==> src/rtl/ptb_pkg.sv <==
// ptb_pkg: shared types and constants of the periodic timer bank
// used by ptb_front, ptb_queue, ptb_back and periodic_timer_bank_unit
package ptb_pkg;

  localparam int TimerCount = 8;
  localparam int TimerIdxW = (TimerCount > 1) ? $clog2(TimerCount) : 1;
  localparam logic [TimerIdxW-1:0] TimerLast = TimerIdxW'(TimerCount - 1);

  localparam int QDepth = 2;
  localparam int QPtrW = (QDepth > 1) ? $clog2(QDepth) : 1;
  localparam int QCntW = $clog2(QDepth + 1);

  localparam logic [2:0] ActCheck   = 3'd0;
  localparam logic [2:0] ActStart   = 3'd1;
  localparam logic [2:0] ActStop    = 3'd2;
  localparam logic [2:0] ActStopAll = 3'd3;
  localparam logic [2:0] ActPeriod  = 3'd4;
  localparam logic [2:0] ActCount   = 3'd5;
  localparam logic [2:0] ActStage   = 3'd6;

  localparam logic [31:0] PeriodMin    = 32'd500;
  localparam logic [31:0] PeriodReset  = 32'd1000000;
  localparam logic [30:0] StageMax     = 31'h7FFFFFFE;
  localparam logic [31:0] CountMax     = 32'h7FFFFFFF;
  localparam logic [31:0] CountEndless = 32'hFFFFFFFF;

  typedef enum logic [2:0] {
    K_CHECK,
    K_START,
    K_STOP,
    K_STOP_ALL,
    K_PERIOD,
    K_COUNT,
    K_STAGE
  } kind_t;

  typedef struct packed {
    kind_t                 kind;
    logic [TimerIdxW-1:0]  idx;
    logic [31:0]           arg;
    logic [63:0]           now;
  } q_entry_t;

  typedef enum logic [1:0] {
    S_IDLE,
    S_SCAN,
    S_FLUSH
  } back_state_t;

endpackage

==> src/rtl/ptb_front.sv <==
// ptb_front: accepts requests, decodes the action and clamps the argument
// depends on ptb_pkg; feeds ptb_queue
module ptb_front (
  input  logic               req_valid,
  output logic               req_stall,
  input  logic [2:0]         action,
  input  logic [2:0]         timer_index,
  input  logic signed [32:0] value,
  input  logic [63:0]        now_us,
  input  logic               q_full,
  output logic               q_push,
  output ptb_pkg::q_entry_t  q_wdata
);
  import ptb_pkg::*;

  logic        idx_ok;
  logic        keep;
  kind_t       kind;
  logic [31:0] arg;

  assign idx_ok = int'(timer_index) < TimerCount;

  always_comb begin
    kind = K_CHECK;
    arg  = 32'd0;
    keep = 1'b0;
    case (action)
      ActCheck: begin
        kind = K_CHECK;
        keep = 1'b1;
      end
      ActStart: begin
        kind = K_START;
        keep = idx_ok;
      end
      ActStop: begin
        kind = K_STOP;
        keep = idx_ok;
      end
      ActStopAll: begin
        kind = K_STOP_ALL;
        keep = 1'b1;
      end
      ActPeriod: begin
        kind = K_PERIOD;
        keep = idx_ok;
        if (value < 33'sd500) begin
          arg = PeriodMin;
        end else begin
          arg = value[31:0];
        end
      end
      ActCount: begin
        kind = K_COUNT;
        keep = idx_ok;
        if (value[32]) begin
          arg = CountEndless;
        end else if (value[31]) begin
          arg = CountMax;
        end else begin
          arg = value[31:0];
        end
      end
      ActStage: begin
        kind = K_STAGE;
        keep = idx_ok;
        if (value[32]) begin
          arg = 32'd0;
        end else if (value[31:0] > {1'b0, StageMax}) begin
          arg = {1'b0, StageMax};
        end else begin
          arg = {1'b0, value[30:0]};
        end
      end
      default: begin
        keep = 1'b0;
      end
    endcase
  end

  // ignored requests are taken and dropped here
  assign req_stall     = q_full;
  assign q_push        = req_valid && !q_full && keep;
  assign q_wdata.kind  = kind;
  assign q_wdata.idx   = TimerIdxW'(timer_index);
  assign q_wdata.arg   = arg;
  assign q_wdata.now   = now_us;

endmodule

==> src/rtl/ptb_queue.sv <==
// ptb_queue: short fifo of decoded requests between front and back
// depends on ptb_pkg
module ptb_queue (
  input  logic              clk,
  input  logic              rst,
  input  logic              push,
  input  ptb_pkg::q_entry_t wdata,
  output logic              full,
  input  logic              pop,
  output logic              q_valid,
  output ptb_pkg::q_entry_t rdata
);
  import ptb_pkg::*;

  q_entry_t         mem [QDepth];
  logic [QPtrW-1:0] wr_ptr;
  logic [QPtrW-1:0] rd_ptr;
  logic [QCntW-1:0] cnt;
  logic             do_push;
  logic             do_pop;

  assign full    = cnt == QCntW'(QDepth);
  assign q_valid = cnt != '0;
  assign do_push = push && !full;
  assign do_pop  = pop && q_valid;
  assign rdata   = mem[rd_ptr];

  always_ff @(posedge clk) begin
    if (do_push) begin
      mem[wr_ptr] <= wdata;
    end
  end

  always_ff @(posedge clk) begin
    if (rst) begin
      wr_ptr <= '0;
      rd_ptr <= '0;
      cnt    <= '0;
    end else begin
      if (do_push) begin
        wr_ptr <= (wr_ptr == QPtrW'(QDepth - 1)) ? '0 : wr_ptr + 1'b1;
      end
      if (do_pop) begin
        rd_ptr <= (rd_ptr == QPtrW'(QDepth - 1)) ? '0 : rd_ptr + 1'b1;
      end
      case ({do_push, do_pop})
        2'b10:   cnt <= cnt + 1'b1;
        2'b01:   cnt <= cnt - 1'b1;
        default: cnt <= cnt;
      endcase
    end
  end

  a_no_overflow: assert property (@(posedge clk) disable iff (rst)
    full |=> (cnt <= QCntW'(QDepth)))
    else $error("queue count past depth");

  a_pop_moves_ptr: assert property (@(posedge clk) disable iff (rst)
    do_pop |=> (rd_ptr != $past(rd_ptr) || QDepth == 1))
    else $error("pop did not advance read pointer");

  a_push_count: assert property (@(posedge clk) disable iff (rst)
    (do_push && !do_pop) |=> (cnt == $past(cnt) + 1'b1))
    else $error("push without pop did not grow count");

endmodule

==> src/rtl/ptb_back.sv <==
// ptb_back: timer state, command execution, deadline scan and result register
// depends on ptb_pkg; drains ptb_queue
module ptb_back (
  input  logic              clk,
  input  logic              rst,
  input  logic              q_valid,
  input  ptb_pkg::q_entry_t q_rdata,
  output logic              q_pop,
  output logic              res_valid,
  input  logic              res_stall,
  output logic [2:0]        fired_index,
  output logic [30:0]       stage_number,
  output logic              run_ended,
  output logic              last
);
  import ptb_pkg::*;

  back_state_t state;
  back_state_t state_next;

  logic [TimerCount-1:0] running;
  logic [31:0]           period_us     [TimerCount];
  logic [31:0]           repeat_limit  [TimerCount];
  logic [30:0]           stage_counter [TimerCount];
  logic [63:0]           next_fire_us  [TimerCount];

  logic [TimerIdxW-1:0] scan_ix;
  logic [63:0]          scan_now;

  logic                 pend_v;
  logic [TimerIdxW-1:0] pend_ix;
  logic [30:0]          pend_stage;
  logic                 pend_end;

  logic [TimerIdxW-1:0] rd_ix;
  logic                 cur_run;
  logic [31:0]          cur_per;
  logic [31:0]          cur_lim;
  logic [30:0]          cur_stage;
  logic [63:0]          cur_next;
  logic [63:0]          add_a;
  logic [63:0]          sum;
  logic                 fire;
  logic [30:0]          stage_inc;
  logic                 ends;
  logic                 out_free;

  logic start_scan;
  logic exec_cmd;
  logic scan_step;
  logic emit_pend;
  logic emit_last;

  assign rd_ix     = (state == S_SCAN) ? scan_ix : q_rdata.idx;
  assign cur_run   = running[rd_ix];
  assign cur_per   = period_us[rd_ix];
  assign cur_lim   = repeat_limit[rd_ix];
  assign cur_stage = stage_counter[rd_ix];
  assign cur_next  = next_fire_us[rd_ix];

  // one adder: deadline advance on scan, start deadline on command
  assign add_a     = (state == S_SCAN) ? cur_next : q_rdata.now;
  assign sum       = add_a + {32'd0, cur_per};
  assign fire      = cur_run && (scan_now >= cur_next);
  assign stage_inc = (cur_stage >= StageMax) ? StageMax : cur_stage + 1'b1;
  assign ends      = !cur_lim[31] && ({1'b0, stage_inc} > cur_lim);
  assign out_free  = !res_valid || !res_stall;

  always_ff @(posedge clk) begin
    if (rst) begin
      state <= S_IDLE;
    end else begin
      state <= state_next;
    end
  end

  always_comb begin
    state_next = state;
    q_pop      = 1'b0;
    start_scan = 1'b0;
    exec_cmd   = 1'b0;
    scan_step  = 1'b0;
    emit_pend  = 1'b0;
    emit_last  = 1'b0;
    case (state)
      S_IDLE: begin
        if (q_valid) begin
          q_pop = 1'b1;
          if (q_rdata.kind == K_CHECK) begin
            start_scan = 1'b1;
            state_next = S_SCAN;
          end else begin
            exec_cmd = 1'b1;
          end
        end
      end
      S_SCAN: begin
        // a second firing must push the held one out first
        if (!(fire && pend_v && !out_free)) begin
          scan_step = 1'b1;
          emit_pend = fire && pend_v;
          if (scan_ix == TimerLast) begin
            state_next = S_FLUSH;
          end
        end
      end
      S_FLUSH: begin
        if (!pend_v) begin
          state_next = S_IDLE;
        end else if (out_free) begin
          emit_last  = 1'b1;
          state_next = S_IDLE;
        end
      end
      default: begin
        state_next = S_IDLE;
      end
    endcase
  end

  always_ff @(posedge clk) begin
    if (start_scan) begin
      scan_now <= q_rdata.now;
    end
  end

  always_ff @(posedge clk) begin
    if (rst) begin
      scan_ix <= '0;
    end else if (start_scan) begin
      scan_ix <= '0;
    end else if (scan_step && scan_ix != TimerLast) begin
      scan_ix <= scan_ix + 1'b1;
    end
  end

  always_ff @(posedge clk) begin
    if (rst) begin
      running <= '0;
      for (int i = 0; i < TimerCount; i++) begin
        period_us[i]     <= PeriodReset;
        repeat_limit[i]  <= CountEndless;
        stage_counter[i] <= '0;
        next_fire_us[i]  <= '0;
      end
    end else if (scan_step && fire) begin
      stage_counter[rd_ix] <= stage_inc;
      if (ends) begin
        running[rd_ix] <= 1'b0;
      end else begin
        next_fire_us[rd_ix] <= sum;
      end
    end else if (exec_cmd) begin
      case (q_rdata.kind)
        K_START: begin
          running[rd_ix]      <= 1'b1;
          next_fire_us[rd_ix] <= sum;
        end
        K_STOP:     running[rd_ix] <= 1'b0;
        K_STOP_ALL: running <= '0;
        K_PERIOD:   period_us[rd_ix] <= q_rdata.arg;
        K_COUNT:    repeat_limit[rd_ix] <= q_rdata.arg;
        K_STAGE:    stage_counter[rd_ix] <= q_rdata.arg[30:0];
        default:    running <= running;
      endcase
    end
  end

  // held firing, sent once the next firing or the end of the scan is known
  always_ff @(posedge clk) begin
    if (rst) begin
      pend_v <= 1'b0;
    end else if (scan_step && fire) begin
      pend_v <= 1'b1;
    end else if (emit_last) begin
      pend_v <= 1'b0;
    end
  end

  always_ff @(posedge clk) begin
    if (scan_step && fire) begin
      pend_ix    <= rd_ix;
      pend_stage <= cur_stage + 1'b1;
      pend_end   <= ends;
    end
  end

  always_ff @(posedge clk) begin
    if (rst) begin
      res_valid <= 1'b0;
    end else if (emit_pend || emit_last) begin
      res_valid <= 1'b1;
    end else if (!res_stall) begin
      res_valid <= 1'b0;
    end
  end

  always_ff @(posedge clk) begin
    if (emit_pend || emit_last) begin
      fired_index  <= 3'(pend_ix);
      stage_number <= pend_stage;
      run_ended    <= pend_end;
      last         <= emit_last;
    end
  end

  a_emit_needs_room: assert property (@(posedge clk) disable iff (rst)
    (emit_pend || emit_last) |-> out_free)
    else $error("result emitted over an unread result");

  a_pop_only_idle: assert property (@(posedge clk) disable iff (rst)
    q_pop |-> (state == S_IDLE && q_valid))
    else $error("queue popped outside idle");

  a_flush_clears: assert property (@(posedge clk) disable iff (rst)
    emit_last |=> (state == S_IDLE && !pend_v && res_valid && last))
    else $error("final result did not close the scan");

  a_end_stops: assert property (@(posedge clk) disable iff (rst)
    (scan_step && fire && ends) |=> !running[$past(rd_ix)])
    else $error("exhausted timer still running");

endmodule

==> src/rtl/periodic_timer_bank_unit.sv <==
// periodic_timer_bank_unit: top level of the bank of eight periodic timers
// a command is executed by the back end as it leaves the queue; a time check pops,
// then reads and updates one timer a cycle while no output stall holds it, then flushes
// a firing is held until the next firing or the end of the scan
// input stalls while the queue is full
// synchronous reset: all timers stopped, period 1000000, endless count, stage 0
module periodic_timer_bank_unit (
  input  logic               clk,
  input  logic               rst,
  input  logic               req_valid,
  output logic               req_stall,
  input  logic [2:0]         action,
  input  logic [2:0]         timer_index,
  input  logic signed [32:0] value,
  input  logic [63:0]        now_us,
  output logic               res_valid,
  input  logic               res_stall,
  output logic [2:0]         fired_index,
  output logic [30:0]        stage_number,
  output logic               run_ended,
  output logic               last
);
  import ptb_pkg::*;

  q_entry_t q_wdata;
  q_entry_t q_rdata;
  logic     q_push;
  logic     q_full;
  logic     q_pop;
  logic     q_valid;

  ptb_front u_front (
    .req_valid   (req_valid),
    .req_stall   (req_stall),
    .action      (action),
    .timer_index (timer_index),
    .value       (value),
    .now_us      (now_us),
    .q_full      (q_full),
    .q_push      (q_push),
    .q_wdata     (q_wdata)
  );

  ptb_queue u_queue (
    .clk     (clk),
    .rst     (rst),
    .push    (q_push),
    .wdata   (q_wdata),
    .full    (q_full),
    .pop     (q_pop),
    .q_valid (q_valid),
    .rdata   (q_rdata)
  );

  ptb_back u_back (
    .clk          (clk),
    .rst          (rst),
    .q_valid      (q_valid),
    .q_rdata      (q_rdata),
    .q_pop        (q_pop),
    .res_valid    (res_valid),
    .res_stall    (res_stall),
    .fired_index  (fired_index),
    .stage_number (stage_number),
    .run_ended    (run_ended),
    .last         (last)
  );

endmodule
==> config.mk <==
export PLATFORM = sky130hd
export DESIGN_NAME = periodic_timer_bank_unit
export DESIGN_NICKNAME = d
export VERILOG_FILES = /design/src/rtl/ptb_pkg.sv /design/src/rtl/ptb_front.sv /design/src/rtl/ptb_queue.sv /design/src/rtl/ptb_back.sv /design/src/rtl/periodic_timer_bank_unit.sv
export SDC_FILE = /design/constraint.sdc
export NUM_CORES = 2
export LEC_CHECK = 0
export ABC_AREA = 1
export BUFFER_PORTS_ARGS = -buffer_cell sky130_fd_sc_hd__buf_2
export CAP_MARGIN = 30
export CORE_ASPECT_RATIO = 0.8
export CORE_UTILIZATION = 55
export CTS_CLUSTER_DIAMETER = 100
export DETAILED_ROUTE_END_ITERATION = 8
export GPL_TIMING_DRIVEN = 0
export PLACE_DENSITY = 0.71
export REMOVE_ABC_BUFFERS = 1
export SETUP_SLACK_MARGIN = 0.3
export SYNTH_ARGS = -nofsm -noshare
export SYNTH_HDL_FRONTEND = slang
export SYNTH_SLANG_ARGS = --single-unit
==> constraint.sdc <==
create_clock -name clk -period 19.3 [get_ports clk]
set_clock_uncertainty 0.1 [all_clocks]
set_input_delay 3.86 -clock clk [delete_from_list [all_inputs] [get_ports clk]]
set_output_delay 3.86 -clock clk [all_outputs]
set_load 0.02 [all_outputs]
==> flow_summary.json <==
{
  "cts_hold_buf": 0,
  "busiest_layer": "met2",
  "worst_pin_slew_ns": 1.08,
  "drtIter0Drc": 7679,
  "synth_top_area_cell": "edfxtp_1",
  "post_cts_resized": 0,
  "final-setup-viol-count": 0,
  "maxSlewHeadroom": 0.272,
  "pin_count": 145,
  "start_kind": "flop",
  "period_share": 0.638,
  "async_flop_share": 0,
  "critPathMostFrequentCell": "nand2_1",
  "grt-ovfl-total": 0,
  "cts_buffer_depth": 3,
  "ant_nets": 0,
  "fmax_mhz": 81.3,
  "cts.sinks": 1631,
  "worstPathRequired_ns": 19.67,
  "synth_most_common_cell": "nand2_1",
  "crit_arrival_ns": 12.68,
  "finalCriticalPeriod_ns": 12.31,
  "met3_usage": 0.0749,
  "post_drt_via_cell_ratio": 5.98,
  "io_buffers": 144,
  "rsz0062_at_grt": "false",
  "end_kind": "flop",
  "grt_use_met1": 0.451,
  "grt_max_degree": 143,
  "htreeDepth": 4,
  "area_growth_pct": 12.9,
  "ys_seq_elements": 1631,
  "hold_violations": 0,
  "synthTopCellsByCount": "2337 x nand2_1, 1611 x edfxtp_1, 1188 x nor2_1, 540 x inv_1",
  "chipWidth_um": 418,
  "clock-root-buffer": "clkbuf_16",
  "dpl.hpwl_mm": 142,
  "p_leak_nw": 33.4,
  "fin_util": 0.629,
  "final.setup.tns_ns": 0,
  "dieHeight_um": 335,
  "critical-path-max-stage-delay_ns": 0.88,
  "slowest_stage": "nand3_1",
  "grt_pass1_wl_mm": 341,
  "synth.top_cell.area_share": 0.636,
  "initial_core_util": 0.557,
  "core_mm2": 0.137,
  "cts_tree": "done",
  "synth-warning-count": 0,
  "vias": 57100,
  "dr.pass1.iters": 6,
  "die_area_mm2": 0.140,
  "critPathMaxFanout": 142,
  "outcome": "finished clean",
  "gp_congestion": 0.937,
  "antenna_found_initial": 6,
  "synth-seq-area-share": 0.641,
  "synthesis.area_mm2": 0.0761,
  "drv_slew": 0,
  "worst-r2r-setup-slack_ns": 6.99,
  "rows": 121,
  "routed_wirelength_mm": 230,
  "drv_cap": 0,
  "ys_types": 57,
  "drcViolationCount": 0,
  "synth-edff-count": 1611,
  "cts_buffers": 161,
  "clk_latency_ns": 0.82,
  "syn_avg_cell_area_um2": 10.1,
  "cellPowerDensity_mw_per_mm2": 158,
  "nets": 7820,
  "clk_pin_slew_ns": 0.06,
  "wire_per_inst_um": 24.1,
  "synth_ff_type": "edfxtp_1",
  "track_usage": 0.329,
  "syn_inst": 7536,
  "synth.area.top_cells": "edfxtp_1 64%, nand2_1 12%, nor2_1 5.9%, inv_1 2.7%, a22oi_1 2.4%",
  "postCtsSetupBuffers": 0,
  "hp-class": "flop to flop",
  "grt_pass1_vias": 55100,
  "drive_gt1_frac": 0.0915,
  "grt_util_met2": 0.501,
  "critPathKind": "flop to flop",
  "ir_drop_uv": 112
}
where the power goes:
group,leakage (nW),switching (mW),internal (mW),total [mW]
Sequential,15.3,0.0686,4.15,4.21
Clock,2.48,1.35,1.75,3.10
Combinational,15.6,4.64,1.65,6.29
Total,33.4,6.06,7.55,13.6
metrics by stage:
step	worst slack (ns)	cell area (um2)	power [mW]	hold slack, ns	instances
CTS	7.40	85900	13.5	0.318	9552
global placement	-13.85	77100	10.2	0.300	9113
global route	6.62	85900	14.3	0.322	9556
floorplan	3.47	74100	8.09	0.300	7124
detailed placement	7.43	80800	10.4	0.305	9262
finish	6.99	85900	13.6	0.316	9557
worst max-delay path, delay by kind of cell (launching register included):
family                     cells  cell delay [ns]
and+or+nand+nor               18             6.67
buffers and inverters          9             3.49
DFF                            1             0.69
adders and majority gates      1             0.28
AOI/OAI and AO/OA              2             0.27
flip-flops by register name (all words and copies together) (netlist names), 2 cells and up, named ones only:
register	flops
u_back.stage_number	31
u_back.fired_index	3
u_back.repeat_limit	256
u_queue.mem	204
u_back.period_us	256
u_back.state	2
u_back.scan_now	64
u_back.scan_ix	3
u_back.pend_stage	31
u_back.pend_ix	3
u_back.running	8
u_back.stage_counter	248
u_queue.cnt	2
u_back.next_fire_us	512
per-layer routing:
metal | vias up | wire, um
met2 | 3854 | 103000
met5 | - | 0
met4 | 0 | 10500
li1 | 25500 | -
met3 | 538 | 30700
met1 | 27300 | 86400
final cells by class:
cell class / count / area (um2)
flip-flops and latches: 1631 / 48800
clock inverters: 79 / 681
multi-input cells: 4940 / 23800
clock buffers: 211 / 4400
diodes: 5 / 12.5
repair buffers: 293 / 3770
fillers: 10700 / 50700
well taps: 1845 / 2310
inverters: 553 / 2120
kinds of logic (layout without fill, tap and decap cells):
kind of cell | count (synthesis) | in the layout | synth area share
other cells | 0 | 5 | 0
xor+xnor | 65 | 65 | 0.00818
flops | 1631 | 1631 | 0.641
mux | 33 | 33 | 0.00434
simple gates | 4027 | 4027 | 0.213
fa+ha+maj | 133 | 133 | 0.0220
compound gates | 682 | 682 | 0.0587
buf+inv | 965 | 1136 | 0.0530
worst paths after layout:
kind	from	to	cells after the start
setup / recovery	flop	u_back.next_fire_us[0][52]	30
hold / removal	u_back.pend_stage[19]	u_back.stage_number[19]	0
setup reg to reg	flop	u_back.next_fire_us[0][52]	30
hold reg to reg	u_back.pend_stage[19]	u_back.stage_number[19]	0
placed cells by master, fill, tap and decap left out, types with 61 or more instances in the layout:
cell type / count
a21oi_1: 125
a22oi_1: 244
buf_16: 61
buf_2: 146
clkbuf_16: 167
edfxtp_1: 1611
ha_1: 132
inv_1: 529
nand2_1: 2295
nand3_1: 244
nand4_1: 134
nor2_1: 1178
o21ai_0: 150
Note: power is estimated with default switching activity, not from simulation.
